`config.mk`:
```
export PLATFORM = sky130hd
export DESIGN_NAME = sorted_sequence_store
export DESIGN_NICKNAME = d
export VERILOG_FILES = /design/src/hw/rtl/sss_pkg.sv /design/src/hw/rtl/sss_cell.sv /design/src/hw/rtl/sorted_sequence_store.sv
export SDC_FILE = /design/constraint.sdc
export NUM_CORES = 2
export LEC_CHECK = 0
export ABC_AREA = 1
export BUFFER_PORTS_ARGS = -buffer_cell sky130_fd_sc_hd__buf_2
export CAP_MARGIN = 0
export CORE_AREA = 2 2 307 536
export CTS_CLUSTER_DIAMETER = 50
export DETAILED_ROUTE_END_ITERATION = 16
export DIE_AREA = 0 0 309 538
export GPL_TIMING_DRIVEN = 0
export HOLD_SLACK_MARGIN = 0.03
export MAX_ROUTING_LAYER = met4
export PLACE_DENSITY = 0.7
export SLEW_MARGIN = 20
export SYNTH_ARGS = -nofsm -noshare
export SYNTH_HDL_FRONTEND = slang
export SYNTH_HIERARCHICAL = 1
export SYNTH_SLANG_ARGS = --single-unit
```
`constraint.sdc`:
```
create_clock -name clk -period 6.5 [get_ports clk]
set_input_delay 1.625 -clock clk [delete_from_list [all_inputs] [get_ports clk]]
set_output_delay 1.625 -clock clk [all_outputs]
set_load 0.05 [all_outputs]
```
`src/hw/rtl/sss_pkg.sv`:
```
`default_nettype none
package sss_pkg;

  localparam int ACT_BITS = 3;
  localparam int IDX_BITS = 4;
  localparam int OUT_VALUE_BITS = 32;
  localparam int OUT_CNT_BITS = 5;
  localparam int ST_BITS = 2;

  localparam logic [ACT_BITS-1:0] ACT_CLEAR  = 3'd0;
  localparam logic [ACT_BITS-1:0] ACT_APPEND = 3'd1;
  localparam logic [ACT_BITS-1:0] ACT_INSERT = 3'd2;
  localparam logic [ACT_BITS-1:0] ACT_DELETE = 3'd3;
  localparam logic [ACT_BITS-1:0] ACT_READ   = 3'd4;

  typedef logic [2:0] op_t;

  localparam op_t OP_NOP = 3'd0;
  localparam op_t OP_CLR = 3'd1;
  localparam op_t OP_APP = 3'd2;
  localparam op_t OP_INS = 3'd3;
  localparam op_t OP_DEL = 3'd4;
  localparam op_t OP_RD  = 3'd5;

  localparam logic [ST_BITS-1:0] ST_OK    = 2'd0;
  localparam logic [ST_BITS-1:0] ST_FULL  = 2'd1;
  localparam logic [ST_BITS-1:0] ST_EMPTY = 2'd2;
  localparam logic [ST_BITS-1:0] ST_RANGE = 2'd3;

  typedef struct packed {
    logic valid;
    logic found;
  } tok_t;

endpackage
`default_nettype wire

```
`src/hw/rtl/sss_cell.sv`:
```
`default_nettype none
module sss_cell #(
  parameter int VALUE_BITS = 32,
  parameter int CNT_BITS = 5,
  parameter int INDEX = 0
) (
  input  wire logic                           clk,
  input  wire logic                           rst_n,
  input  wire sss_pkg::op_t                   op_i,
  input  wire logic signed [VALUE_BITS-1:0]   val_i,
  input  wire logic [CNT_BITS-1:0]            cnt_i,
  input  wire logic [sss_pkg::IDX_BITS-1:0]   idx_i,
  input  wire sss_pkg::tok_t                  tok_i,
  input  wire logic signed [VALUE_BITS-1:0]   carry_i,
  input  wire logic signed [VALUE_BITS-1:0]   right_i,
  output sss_pkg::tok_t                       tok_o,
  output logic signed [VALUE_BITS-1:0]        carry_o,
  output logic signed [VALUE_BITS-1:0]        value_o
);

  localparam logic [CNT_BITS-1:0] POS = CNT_BITS'(INDEX);

  logic signed [VALUE_BITS-1:0] val_r, val_nxt;
  logic signed [VALUE_BITS-1:0] carry_r, carry_nxt;
  sss_pkg::tok_t                tok_r, tok_nxt;
  logic                         below_cnt, at_cnt, idx_hit;

  assign below_cnt = POS < cnt_i;
  assign at_cnt    = POS == cnt_i;
  assign idx_hit   = 32'(idx_i) == 32'(INDEX);

  always_comb begin
    val_nxt   = val_r;
    carry_nxt = carry_i;
    tok_nxt   = tok_i;
    if (tok_i.valid) begin
      case (op_i)
        sss_pkg::OP_INS: begin
          if (below_cnt) begin
            if (tok_i.found) begin
              val_nxt   = carry_i;
              carry_nxt = val_r;
            end else if (val_r > val_i) begin
              val_nxt       = val_i;
              carry_nxt     = val_r;
              tok_nxt.found = 1'b1;
            end
          end else if (at_cnt) begin
            val_nxt = tok_i.found ? carry_i : val_i;
          end
        end
        sss_pkg::OP_APP: begin
          if (at_cnt) begin
            val_nxt = val_i;
          end
        end
        sss_pkg::OP_DEL: begin
          if (below_cnt && (tok_i.found || val_r[VALUE_BITS-1])) begin
            val_nxt       = right_i;
            tok_nxt.found = 1'b1;
          end
        end
        sss_pkg::OP_RD: begin
          if (below_cnt && idx_hit) begin
            carry_nxt     = val_r;
            tok_nxt.found = 1'b1;
          end
        end
        default: begin
        end
      endcase
    end
  end

  always_ff @(posedge clk) begin
    if (!rst_n) begin
      tok_r <= '0;
    end else begin
      tok_r <= tok_nxt;
    end
  end

  always_ff @(posedge clk) begin
    val_r   <= val_nxt;
    carry_r <= carry_nxt;
  end

  assign tok_o   = tok_r;
  assign carry_o = carry_r;
  assign value_o = val_r;

endmodule
`default_nettype wire

```
`src/hw/rtl/sorted_sequence_store.sv`:
```
`default_nettype none
// Sorted sequence store: a bounded list of signed values kept in a row of
// DEPTH cells. Each input item (action, item_value, read_index) yields one
// result item (read_value, element_count, status) on the out_ channel.
// Both channels use valid/stall; an item moves on a clock edge with valid
// high and stall low.
// Every action sends one token down the cell row, one cell per cycle; each
// cell shifts, inserts, removes or reports its value as the token passes.
// Every action takes the same path: token register, DEPTH cells, then the
// output or hold register. One item is in the row at a time; in_stall is
// high while a token is in the row, so the next item waits for it to leave.
// A finished result waits in the output register; a second one waits in a
// hold register, so the next item is taken while a result sits unclaimed.
// in_stall also stays high while the hold register is full.
// Reset (rst_n low, synchronous) empties the store and drops any result in
// flight. Stored values are not cleared; only entries below the count are
// ever read.
module sorted_sequence_store #(
  parameter int DEPTH = 16,
  parameter int VALUE_BITS = 32
) (
  input  wire logic                                     clk,
  input  wire logic                                     rst_n,
  input  wire logic                                     in_valid,
  output logic                                          in_stall,
  input  wire logic [sss_pkg::ACT_BITS-1:0]             in_action,
  input  wire logic signed [sss_pkg::OUT_VALUE_BITS-1:0] in_item_value,
  input  wire logic [sss_pkg::IDX_BITS-1:0]             in_read_index,
  output logic                                          out_valid,
  input  wire logic                                     out_stall,
  output logic signed [sss_pkg::OUT_VALUE_BITS-1:0]     out_read_value,
  output logic [sss_pkg::OUT_CNT_BITS-1:0]              out_element_count,
  output logic [sss_pkg::ST_BITS-1:0]                   out_status
);

  localparam int CNT_BITS = $clog2(DEPTH + 1);
  localparam logic [CNT_BITS-1:0] FULL_CNT = CNT_BITS'(DEPTH);

  logic                         in_acc, out_acc;
  logic                         busy_r, busy_nxt;
  logic [CNT_BITS-1:0]          cnt_r, cnt_nxt;
  sss_pkg::op_t                 op_r, op_nxt;
  logic [sss_pkg::ST_BITS-1:0]  pre_st_r, pre_st_nxt;
  logic signed [VALUE_BITS-1:0] val_r;
  logic [sss_pkg::IDX_BITS-1:0] idx_r;
  sss_pkg::tok_t                tok0_r, tok0_nxt;
  logic signed [63:0]           in_ext;
  logic signed [63:0]           rd_ext;
  logic [31:0]                  cnt_ext;

  sss_pkg::tok_t                tok_link [DEPTH+1];
  logic signed [VALUE_BITS-1:0] carry_link [DEPTH+1];
  logic signed [VALUE_BITS-1:0] cell_val [DEPTH];

  logic [sss_pkg::OUT_VALUE_BITS-1:0] res_rd;
  logic [sss_pkg::ST_BITS-1:0]        res_st;
  logic                               end_v;

  logic                               out_valid_r, out_valid_nxt;
  logic                               hold_v_r, hold_v_nxt;
  logic [sss_pkg::OUT_VALUE_BITS-1:0] out_rd_r, out_rd_nxt, hold_rd_r, hold_rd_nxt;
  logic [sss_pkg::OUT_CNT_BITS-1:0]   out_cnt_r, out_cnt_nxt, hold_cnt_r, hold_cnt_nxt;
  logic [sss_pkg::ST_BITS-1:0]        out_st_r, out_st_nxt, hold_st_r, hold_st_nxt;

  assign in_stall = busy_r || hold_v_r;
  assign in_acc   = in_valid && !in_stall;
  assign out_acc  = out_valid_r && !out_stall;
  assign in_ext   = 64'(in_item_value);

  // decode the action against the current count
  always_comb begin
    op_nxt     = op_r;
    pre_st_nxt = pre_st_r;
    tok0_nxt   = '0;
    if (in_acc) begin
      tok0_nxt.valid = 1'b1;
      pre_st_nxt     = sss_pkg::ST_OK;
      case (in_action)
        sss_pkg::ACT_CLEAR: op_nxt = sss_pkg::OP_CLR;
        sss_pkg::ACT_APPEND: begin
          if (cnt_r == FULL_CNT) begin
            op_nxt     = sss_pkg::OP_NOP;
            pre_st_nxt = sss_pkg::ST_FULL;
          end else begin
            op_nxt = sss_pkg::OP_APP;
          end
        end
        sss_pkg::ACT_INSERT: begin
          if (cnt_r == '0) begin
            op_nxt     = sss_pkg::OP_NOP;
            pre_st_nxt = sss_pkg::ST_EMPTY;
          end else if (cnt_r == FULL_CNT) begin
            op_nxt     = sss_pkg::OP_NOP;
            pre_st_nxt = sss_pkg::ST_FULL;
          end else begin
            op_nxt = sss_pkg::OP_INS;
          end
        end
        sss_pkg::ACT_DELETE: op_nxt = sss_pkg::OP_DEL;
        sss_pkg::ACT_READ:   op_nxt = sss_pkg::OP_RD;
        default:             op_nxt = sss_pkg::OP_NOP;
      endcase
    end
  end

  assign tok_link[0]   = tok0_r;
  assign carry_link[0] = val_r;

  for (genvar i = 0; i < DEPTH; i++) begin : g_cell
    logic signed [VALUE_BITS-1:0] right_val;
    if (i < DEPTH - 1) begin : g_mid
      assign right_val = cell_val[i+1];
    end else begin : g_last
      assign right_val = cell_val[i];
    end
    sss_cell #(
      .VALUE_BITS(VALUE_BITS),
      .CNT_BITS(CNT_BITS),
      .INDEX(i)
    ) u_cell (
      .clk(clk),
      .rst_n(rst_n),
      .op_i(op_r),
      .val_i(val_r),
      .cnt_i(cnt_r),
      .idx_i(idx_r),
      .tok_i(tok_link[i]),
      .carry_i(carry_link[i]),
      .right_i(right_val),
      .tok_o(tok_link[i+1]),
      .carry_o(carry_link[i+1]),
      .value_o(cell_val[i])
    );
  end

  assign end_v  = tok_link[DEPTH].valid;
  assign rd_ext = 64'(carry_link[DEPTH]);

  // result when the token leaves the last cell
  always_comb begin
    cnt_nxt = cnt_r;
    res_rd  = '0;
    res_st  = pre_st_r;
    if (end_v) begin
      case (op_r)
        sss_pkg::OP_CLR: cnt_nxt = '0;
        sss_pkg::OP_APP, sss_pkg::OP_INS: cnt_nxt = cnt_r + 1'b1;
        sss_pkg::OP_DEL: begin
          if (tok_link[DEPTH].found) begin
            cnt_nxt = cnt_r - 1'b1;
          end else begin
            res_st = sss_pkg::ST_EMPTY;
          end
        end
        sss_pkg::OP_RD: begin
          if (tok_link[DEPTH].found) begin
            res_rd = rd_ext[sss_pkg::OUT_VALUE_BITS-1:0];
          end else begin
            res_st = sss_pkg::ST_RANGE;
          end
        end
        default: begin
        end
      endcase
    end
  end

  assign cnt_ext  = 32'(cnt_nxt);
  assign busy_nxt = in_acc ? 1'b1 : (end_v ? 1'b0 : busy_r);

  // output register plus one hold slot
  always_comb begin
    out_valid_nxt = out_valid_r;
    out_rd_nxt    = out_rd_r;
    out_cnt_nxt   = out_cnt_r;
    out_st_nxt    = out_st_r;
    hold_v_nxt    = hold_v_r;
    hold_rd_nxt   = hold_rd_r;
    hold_cnt_nxt  = hold_cnt_r;
    hold_st_nxt   = hold_st_r;
    if (out_acc) begin
      out_valid_nxt = hold_v_r;
      out_rd_nxt    = hold_rd_r;
      out_cnt_nxt   = hold_cnt_r;
      out_st_nxt    = hold_st_r;
      hold_v_nxt    = 1'b0;
    end
    if (end_v) begin
      if (!out_valid_r || out_acc) begin
        out_valid_nxt = 1'b1;
        out_rd_nxt    = res_rd;
        out_cnt_nxt   = cnt_ext[sss_pkg::OUT_CNT_BITS-1:0];
        out_st_nxt    = res_st;
      end else begin
        hold_v_nxt   = 1'b1;
        hold_rd_nxt  = res_rd;
        hold_cnt_nxt = cnt_ext[sss_pkg::OUT_CNT_BITS-1:0];
        hold_st_nxt  = res_st;
      end
    end
  end

  always_ff @(posedge clk) begin
    if (!rst_n) begin
      busy_r      <= 1'b0;
      cnt_r       <= '0;
      op_r        <= sss_pkg::OP_NOP;
      pre_st_r    <= sss_pkg::ST_OK;
      tok0_r      <= '0;
      out_valid_r <= 1'b0;
      hold_v_r    <= 1'b0;
    end else begin
      busy_r      <= busy_nxt;
      cnt_r       <= cnt_nxt;
      op_r        <= op_nxt;
      pre_st_r    <= pre_st_nxt;
      tok0_r      <= tok0_nxt;
      out_valid_r <= out_valid_nxt;
      hold_v_r    <= hold_v_nxt;
    end
  end

  always_ff @(posedge clk) begin
    if (in_acc) begin
      val_r <= in_ext[VALUE_BITS-1:0];
      idx_r <= in_read_index;
    end
    out_rd_r   <= out_rd_nxt;
    out_cnt_r  <= out_cnt_nxt;
    out_st_r   <= out_st_nxt;
    hold_rd_r  <= hold_rd_nxt;
    hold_cnt_r <= hold_cnt_nxt;
    hold_st_r  <= hold_st_nxt;
  end

  assign out_valid         = out_valid_r;
  assign out_read_value    = out_rd_r;
  assign out_element_count = out_cnt_r;
  assign out_status        = out_st_r;

`ifndef ASSERT_OFF
  a_hold_needs_out: assert property (@(posedge clk) disable iff (!rst_n)
    hold_v_r |-> out_valid_r)
    else $error("hold slot full while output register empty");

  a_no_busy_with_hold: assert property (@(posedge clk) disable iff (!rst_n)
    !(busy_r && hold_v_r))
    else $error("token in row while hold slot full");

  a_end_only_busy: assert property (@(posedge clk) disable iff (!rst_n)
    end_v |-> busy_r)
    else $error("token left the row with no item in flight");

  a_accept_launch: assert property (@(posedge clk) disable iff (!rst_n)
    in_acc |=> (tok0_r.valid && busy_r))
    else $error("accepted item did not launch a token");

  a_count_bound: assert property (@(posedge clk) disable iff (!rst_n)
    32'(cnt_r) <= 32'(DEPTH))
    else $error("element count above depth");
`endif

endmodule
`default_nettype wire

```
# After elaboration in Yosys (flattened, before gate mapping)
# Cells that the tools add are included.
[classes]
n_addsub = 2
mul = 0
n_div = 0
magnitude_cmp = 32
eq_ne = 101
shifts = 0
mux = 366
bitwise_logic = 1
n_reduce_logical = 79
[op_table]
columns = ["cell", "count"]
rows = [
  ["32-bit 2-to-1 mux", 194],
  ["32-bit case mux with 3 select lines", 15],
  ["32-bit case mux with 2 select lines", 17],
  ["32-bit > comparator", 16],
  ["1-bit 2-to-1 mux", 106],
  ["6-bit AND reduction", 14],
  ["4-bit != test (second input constant)", 16],
  ["2-bit by 1-bit != test with 1-bit output (second input constant)", 30],
  ["1-bit case mux with 3 select lines", 16],
  ["3-bit by 1-bit != test with 1-bit output (second input constant)", 15],
  ["4-bit by 5-bit == test with 1-bit output (first input constant)", 8],
  ["4-bit by 5-bit < comparator with 1-bit output (first input constant)", 8],
  ["1-bit logical AND", 34],
  ["4-bit == test (second input constant)", 8],
  ["5-bit 2-to-1 mux", 5],
  ["3-bit by 5-bit == test with 1-bit output (first input constant)", 4],
  ["3-bit by 5-bit < comparator with 1-bit output (first input constant)", 4],
  ["1-bit logical OR", 18],
  ["2-bit 2-to-1 mux", 9],
  ["4-bit by 3-bit == test with 1-bit output (second input constant)", 4],
  ["3-bit case mux with 5 select lines", 1],
  ["5-bit case mux with 3 select lines", 1],
  ["3-bit by 2-bit == test with 1-bit output (second input constant)", 4],
  ["2-bit by 5-bit == test with 1-bit output (first input constant)", 2],
  ["other kinds (22)", 32],
]
[word_totals]
regBits = 1185
latch_bits = 0
mem_bits_rw = 0
rom_bits = 0
out_inout_bits = 41
elab_cells = 661
memories = 0

# Depth between registers and ports, before layout
[logic_depth]
depth_word = 6
depth_mapped = 24
depth_no_buf = 23

# Cells and area by module
# Netlist, hierarchy kept.
[by_module_without_submodules]
columns = ["mod", "instances", "cells_each", "area_per_inst_um2"]
rows = [
  ["sss_cell at g_cell[13].u_cell", 1, 809, 5263.8],
  ["sss_cell at g_cell[3].u_cell", 1, 809, 5232.5],
  ["sss_cell at g_cell[6].u_cell", 1, 817, 5231.3],
  ["sorted_sequence_store", 1, 512, 5230.0],
  ["sss_cell at g_cell[2].u_cell", 1, 807, 5228.8],
  ["sss_cell at g_cell[14].u_cell", 1, 809, 5222.5],
  ["sss_cell at g_cell[4].u_cell", 1, 810, 5218.8],
  ["sss_cell at g_cell[12].u_cell", 1, 802, 5208.7],
  ["sss_cell at g_cell[9].u_cell", 1, 811, 5207.5],
  ["sss_cell at g_cell[5].u_cell", 1, 813, 5200.0],
  ["sss_cell at g_cell[15].u_cell", 1, 803, 5198.7],
  ["sss_cell at g_cell[7].u_cell", 1, 816, 5196.2],
  ["sss_cell at g_cell[8].u_cell", 1, 811, 5193.7],
  ["sss_cell at g_cell[10].u_cell", 1, 807, 5187.5],
  ["+3 rows", "-", "-", "-"],
]

# Worst setup path before layout
# Ideal clock, no wire load.
[synth_timing]
path_kind = "reg-to-reg"
startpoint = "reg op_r[0]"
endpoint = "reg g_cell[12].u_cell.val_r[0], enable pin"
setup_time_ns = 0.461
t_arrival_ns = 4.476
t_required_ns = 6.039
slack_ns = 1.563
path_stages_with_launch = 7
n_path_buf = 0
period_less_slack_ns = 4.937
path_cell_list = "dfxtp_1 -> inv_1 -> nor3_2 -> inv_1 -> nand2_1 -> o2111ai_1 -> nor3_1"
[synth_via]
elab_chain_cells = 3
[synth_rtl]
columns = ["element", "line", "source"]
rows = [
  ["from (decl)", "sorted_sequence_store.sv:42", "sss_pkg::op_t op_r, op_nxt;"],
  ["from (signal assigned)", "sorted_sequence_store.sv:207", "op_r <= sss_pkg::OP_NOP;"],
  ["from (signal assigned)", "sorted_sequence_store.sv:215", "op_r <= op_nxt;"],
  ["3-bit by 2-bit == test with 1-bit output / 3-bit == test (equally long branches)", "sss_cell.sv:37", "case (op_i)"],
  ["4-bit != test (no line) (tied with other cells)", "-", ""],
  ["6-bit AND reduction (no line) (*)", "-", ""],
  ["to (signal assigned)", "sss_cell.sv:84", "val_r <= val_nxt;"],
  ["to (decl)", "sss_cell.sv:23", "logic signed [VALUE_BITS-1:0] val_r, val_nxt;"],
]
# Mark *: on every way between the ends. The rest lies on a longest branch, timed or not.
# A chain may end at the register's enable or synchronous reset.

# Worst setup path after layout
[layout_timing]
startpoint = "reg val_r[12]"
endpoint = "reg g_cell[9].u_cell.val_r[5], enable pin"
[layout_via]
elab_chain_cells = 3
[layout_rtl]
columns = ["element", "line", "source"]
rows = [
  ["from (decl)", "sorted_sequence_store.sv:44", "logic signed [VALUE_BITS-1:0] val_r;"],
  ["from (signal assigned)", "sorted_sequence_store.sv:225", "val_r <= in_ext[VALUE_BITS-1:0];"],
  ["32-bit > comparator", "sss_cell.sv:43", "end else if (val_r > val_i) begin"],
  ["4-bit != test (no line)", "-", ""],
  ["6-bit AND reduction (no line)", "-", ""],
  ["to (signal assigned)", "sss_cell.sv:84", ""],
  ["to (decl)", "sss_cell.sv:23", ""],
]
# No other way between the ends.

==> summary.md <==
| Metric | Value |
|---|---|
| CTS tree | done |
| Post-CTS Setup Repair Bufs | 0 |
| Highest clock rate | 0.2223 GHz |
| Slew margin rel. | 15.26% |
| Worst hold-check path type | flop to flop |
| Final ANT Viol Nets | 0 |
| DRT Wirelength | 388.4 mm |
| Mapped Cells | 13.44k |
| WP data required | 6.92 ns |
| CTS buffer count | 141 |
| Main synth FF type | dfxtp_1 |
| All-Layer GR Usage | 46.92% |
| Leak pwr | 48.42 nW |
| Max FO, Critical Path | 32 |
| Die W | 309 µm |
| Number of flops mapped to enable cells by yosys | 587 |
| Multi-input logic area | 48110 µm² |
| P&R area growth vs syn | 11.05% |
| Initial Util | 54.53% |
| Post-synth top area share | 20.01% |
| Vias in the first global route | 89.17k |
| Cell taking the most area after synthesis | nand2_1 |
| Crit. End Element | flop |
| Maxcap violations | 0 |
| Yosys cell types | 62 |
| Setup Crit Path Kind | flop to flop |
| FF+latch count, synth | 1184 |
| Dpl hpwl | 297.8 mm |
| Power Dens Cells | 200.4 nW/µm² |
| Dominant cells by area after synthesis | nand2_1 20%, edfxtp_1 20%, dfxtp_1 14% |
| Drt wl/cell | 24.15 µm |
| Crit path from | val_r[12] |
| Antenna violations before repair | 24 |
| Slowest cell on the critical path | edfxtp_1 |
| Crit start category | flop |
| Max-slew violation count | 0 |
| Mapped Area | 88520 µm² |
| Xor/xnor share of the synthesized area | 0% |
| Final Critical Period | 4.498 ns |
| R2r startpoint | val_r[12] |
| Clk sink count | 1184 |
| RSZ-0062 raised after global routing | no |
| CP Cell Sequence | buf_8, buf_16, inv_1, ha_1, nand4_1, nor2_1, nand2_1, nand2_1, nand2_1, nand2_1, nand2_1, nand2_1, nand2_2, nand2_4, buf_4, o211ai_1, inv_2 |
| Yosys warning total | 6 |
| # resized after CTS | 0 |
| Mux cell area share after synthesis | 0% |
| CTS H-tree lvls | 4 |
| Hold buffer count at CTS | 0 |
| Period utilization | 69.20% |
| Setup Skew | 0.05235 ns |
| PortBufs | 83 |
| Arr. time, crit path | 4.92 ns |
| Final setup fails | 0 |
| Largest net degree at the start of global routing | 42 |
| # fillers | 15.42k |
| Cell mode on critical path | nand2_1 |
| CP max stage delay | 1.04 ns |
| Pre-antenna DRT Iters | 15 |
| Hold_sp | g_cell[2].u_cell/carry_o[5] |
| GP Congestion | 1.137 |
| Drt via density | 5.959 |
| # DRC | 0 |
| Die area | 166200 µm² |
| # IOs | 84 |
| Compound-Gate Fraction of Synth Area | 16.45% |
| Clock tree buffer depth | 4 |
| Adder-cell area share of the yosys netlist | 7.265% |
| Register Area | 29610 µm² |
| First-pass GRT wire length | 565.1 mm |
| Placed instance area | 93540 µm² |
| Setup TNS | 0 ns |
| Via count | 95.84k |
| Post-Synth Simple-Gate Area | 30.60% |
| R2r setup slk | 2.00 ns |
| Async S/R FF share, synth | 0% |
| Chip height | 538 µm |
| Initial DRC count | 12.51k |
| Status | completed |
| Most frequent cell after synthesis | nand2_1 |
| Share of cells above drive strength 1 | 6.485% |
| Layout Cells excl Fill | 16.08k |
| Dpl cells | 15.81k |
| Synth cell count leaders | 4720 x nand2_1, 1923 x inv_1, 1089 x o21ai_0 |
| Worst slew pin tran | 1.271 ns |
| NumNets Final | 14.33k |
| Worst-Skew Late Latency | 0.84 ns |
| Sequential share of the synthesized area | 33.41% |
| Finished Cell Area | 98310 µm² |
| Root buf cell | clkbuf_16 |
| Synthesized area per cell | 6.588 µm² |
| Largest family of logic cells by synthesized area | simple AND/OR/NAND/NOR gates |
| VDD IR max | 0.2433 mV |
| Clock-pin slew on the worst setup and hold paths | 0.06 ns |
| GRT Residual Overflow | 0 |
| Core area | 162300 µm² |
| Std cell rows | 196 |
| Final hold vios | 0 |
==> per-layer routing <==
layer,share of wire [%],global-route usage (%)
met1,35,51.56
met2,43,69.67
met3,11,11.83
met4,11,42.85
met5,0,-
==> logic make-up after synthesis <==
kind of cell / after synthesis
AO/OA/AOI/OAI: 2555
flip-flops: 1184
other: 1
adder cells (fa/ha/maj): 514
AND/OR/NAND/NOR: 6494
buffers and inverters: 2689
==> registers in the layout (all words and copies together) (netlist names), named ones only <==
name / count
out_read_value: 32
g_cell.u_cell/tok_o: 32
cnt_r: 5
val_r: 32
out_element_count: 5
hold_cnt_r: 5
g_cell.u_cell/carry_o: 512
op_r: 3
hold_rd_r: 32
out_valid: 1
out_status: 2
busy_r: 1
tok0_r: 1
pre_st_r: 2
idx_r: 4
g_cell.u_cell/value_o: 512
hold_st_r: 2
==> worst max-delay path, delay by kind of cell, from the launching register on <==
family	cells	cell delay, ns
AND/OR/NAND/NOR	10	1.32
buffers and inverters	5	1.34
AO/OA/AOI/OAI	1	0.11
flip-flops	1	1.04
adder cells (fa/ha/maj)	1	0.28
==> worst paths after layout <==
kind | end | cells after the start
worst max-delay path | g_cell[9].u_cell/value_o[5] | 17
worst min-delay path | g_cell[3].u_cell/carry_o[5] | 2
worst max register to register | g_cell[9].u_cell/value_o[5] | 17
worst min register to register | g_cell[3].u_cell/carry_o[5] | 2
==> cells in the final DEF (no fill, tap or decap), types with 21 or more instances in the layout <==
cell / instances
nand2_1: 4720
inv_1: 1907
o21ai_0: 1089
nand3_1: 1045
a21oi_1: 700
dfxtp_1: 589
edfxtp_1: 587
o211ai_1: 583
ha_1: 514
clkbuf_1: 459
nor2_1: 387
buf_2: 220
clkbuf_16: 150
buf_8: 80
nand3b_1: 73
buf_4: 57
buf_6: 54
o21ai_1: 54
nand2_2: 54
nand4_1: 49
inv_2: 43
buf_1: 43
a31oi_1: 35
nor2_4: 32
nand2_4: 31
diode_2: 28
nor3_1: 28
nor2_2: 27
a21o_1: 21
o21a_1: 21
==> power breakdown <==
group          internal, mW  total [mW]  switching (mW)  leakage [nW]
sequential             8.14        8.57           0.420          10.3
clock                  4.67        8.23            3.56          2.30
combinational         0.941        2.90            1.96          35.9
total                  13.8        19.7            5.94          48.4
==> area by class of cell <==
cell class,count,share of cell area [%]
Sequential cell,1184,30.12
Clock buffer,181,4.079
Clock inverter,65,0.6809
Antenna cell,28,0.07127
Multi-Input combinational cell,9567,48.94
Timing Repair Buffer,192,2.291
Buffer,727,3.555
Tap cell,2178,2.772
Inverter,1962,7.491
==> stage by stage <==
step | hold WS, ns | setup WS, ns | util, % | power [mW]
after floorplan | 0.4436 | 1.563 | - | 10.24
after global routing | 0.4856 | 1.927 | 60.54 | 20.23
after detailed placement | 0.4572 | 2.260 | 57.62 | 11.40
after global placement | 0.4709 | -2.294 | 56.47 | 11.21
final | 0.4737 | 2.002 | 60.55 | 19.70
after CTS | 0.4701 | 2.224 | 60.50 | 19.53
Note: power is estimated with default switching activity, not from simulation.
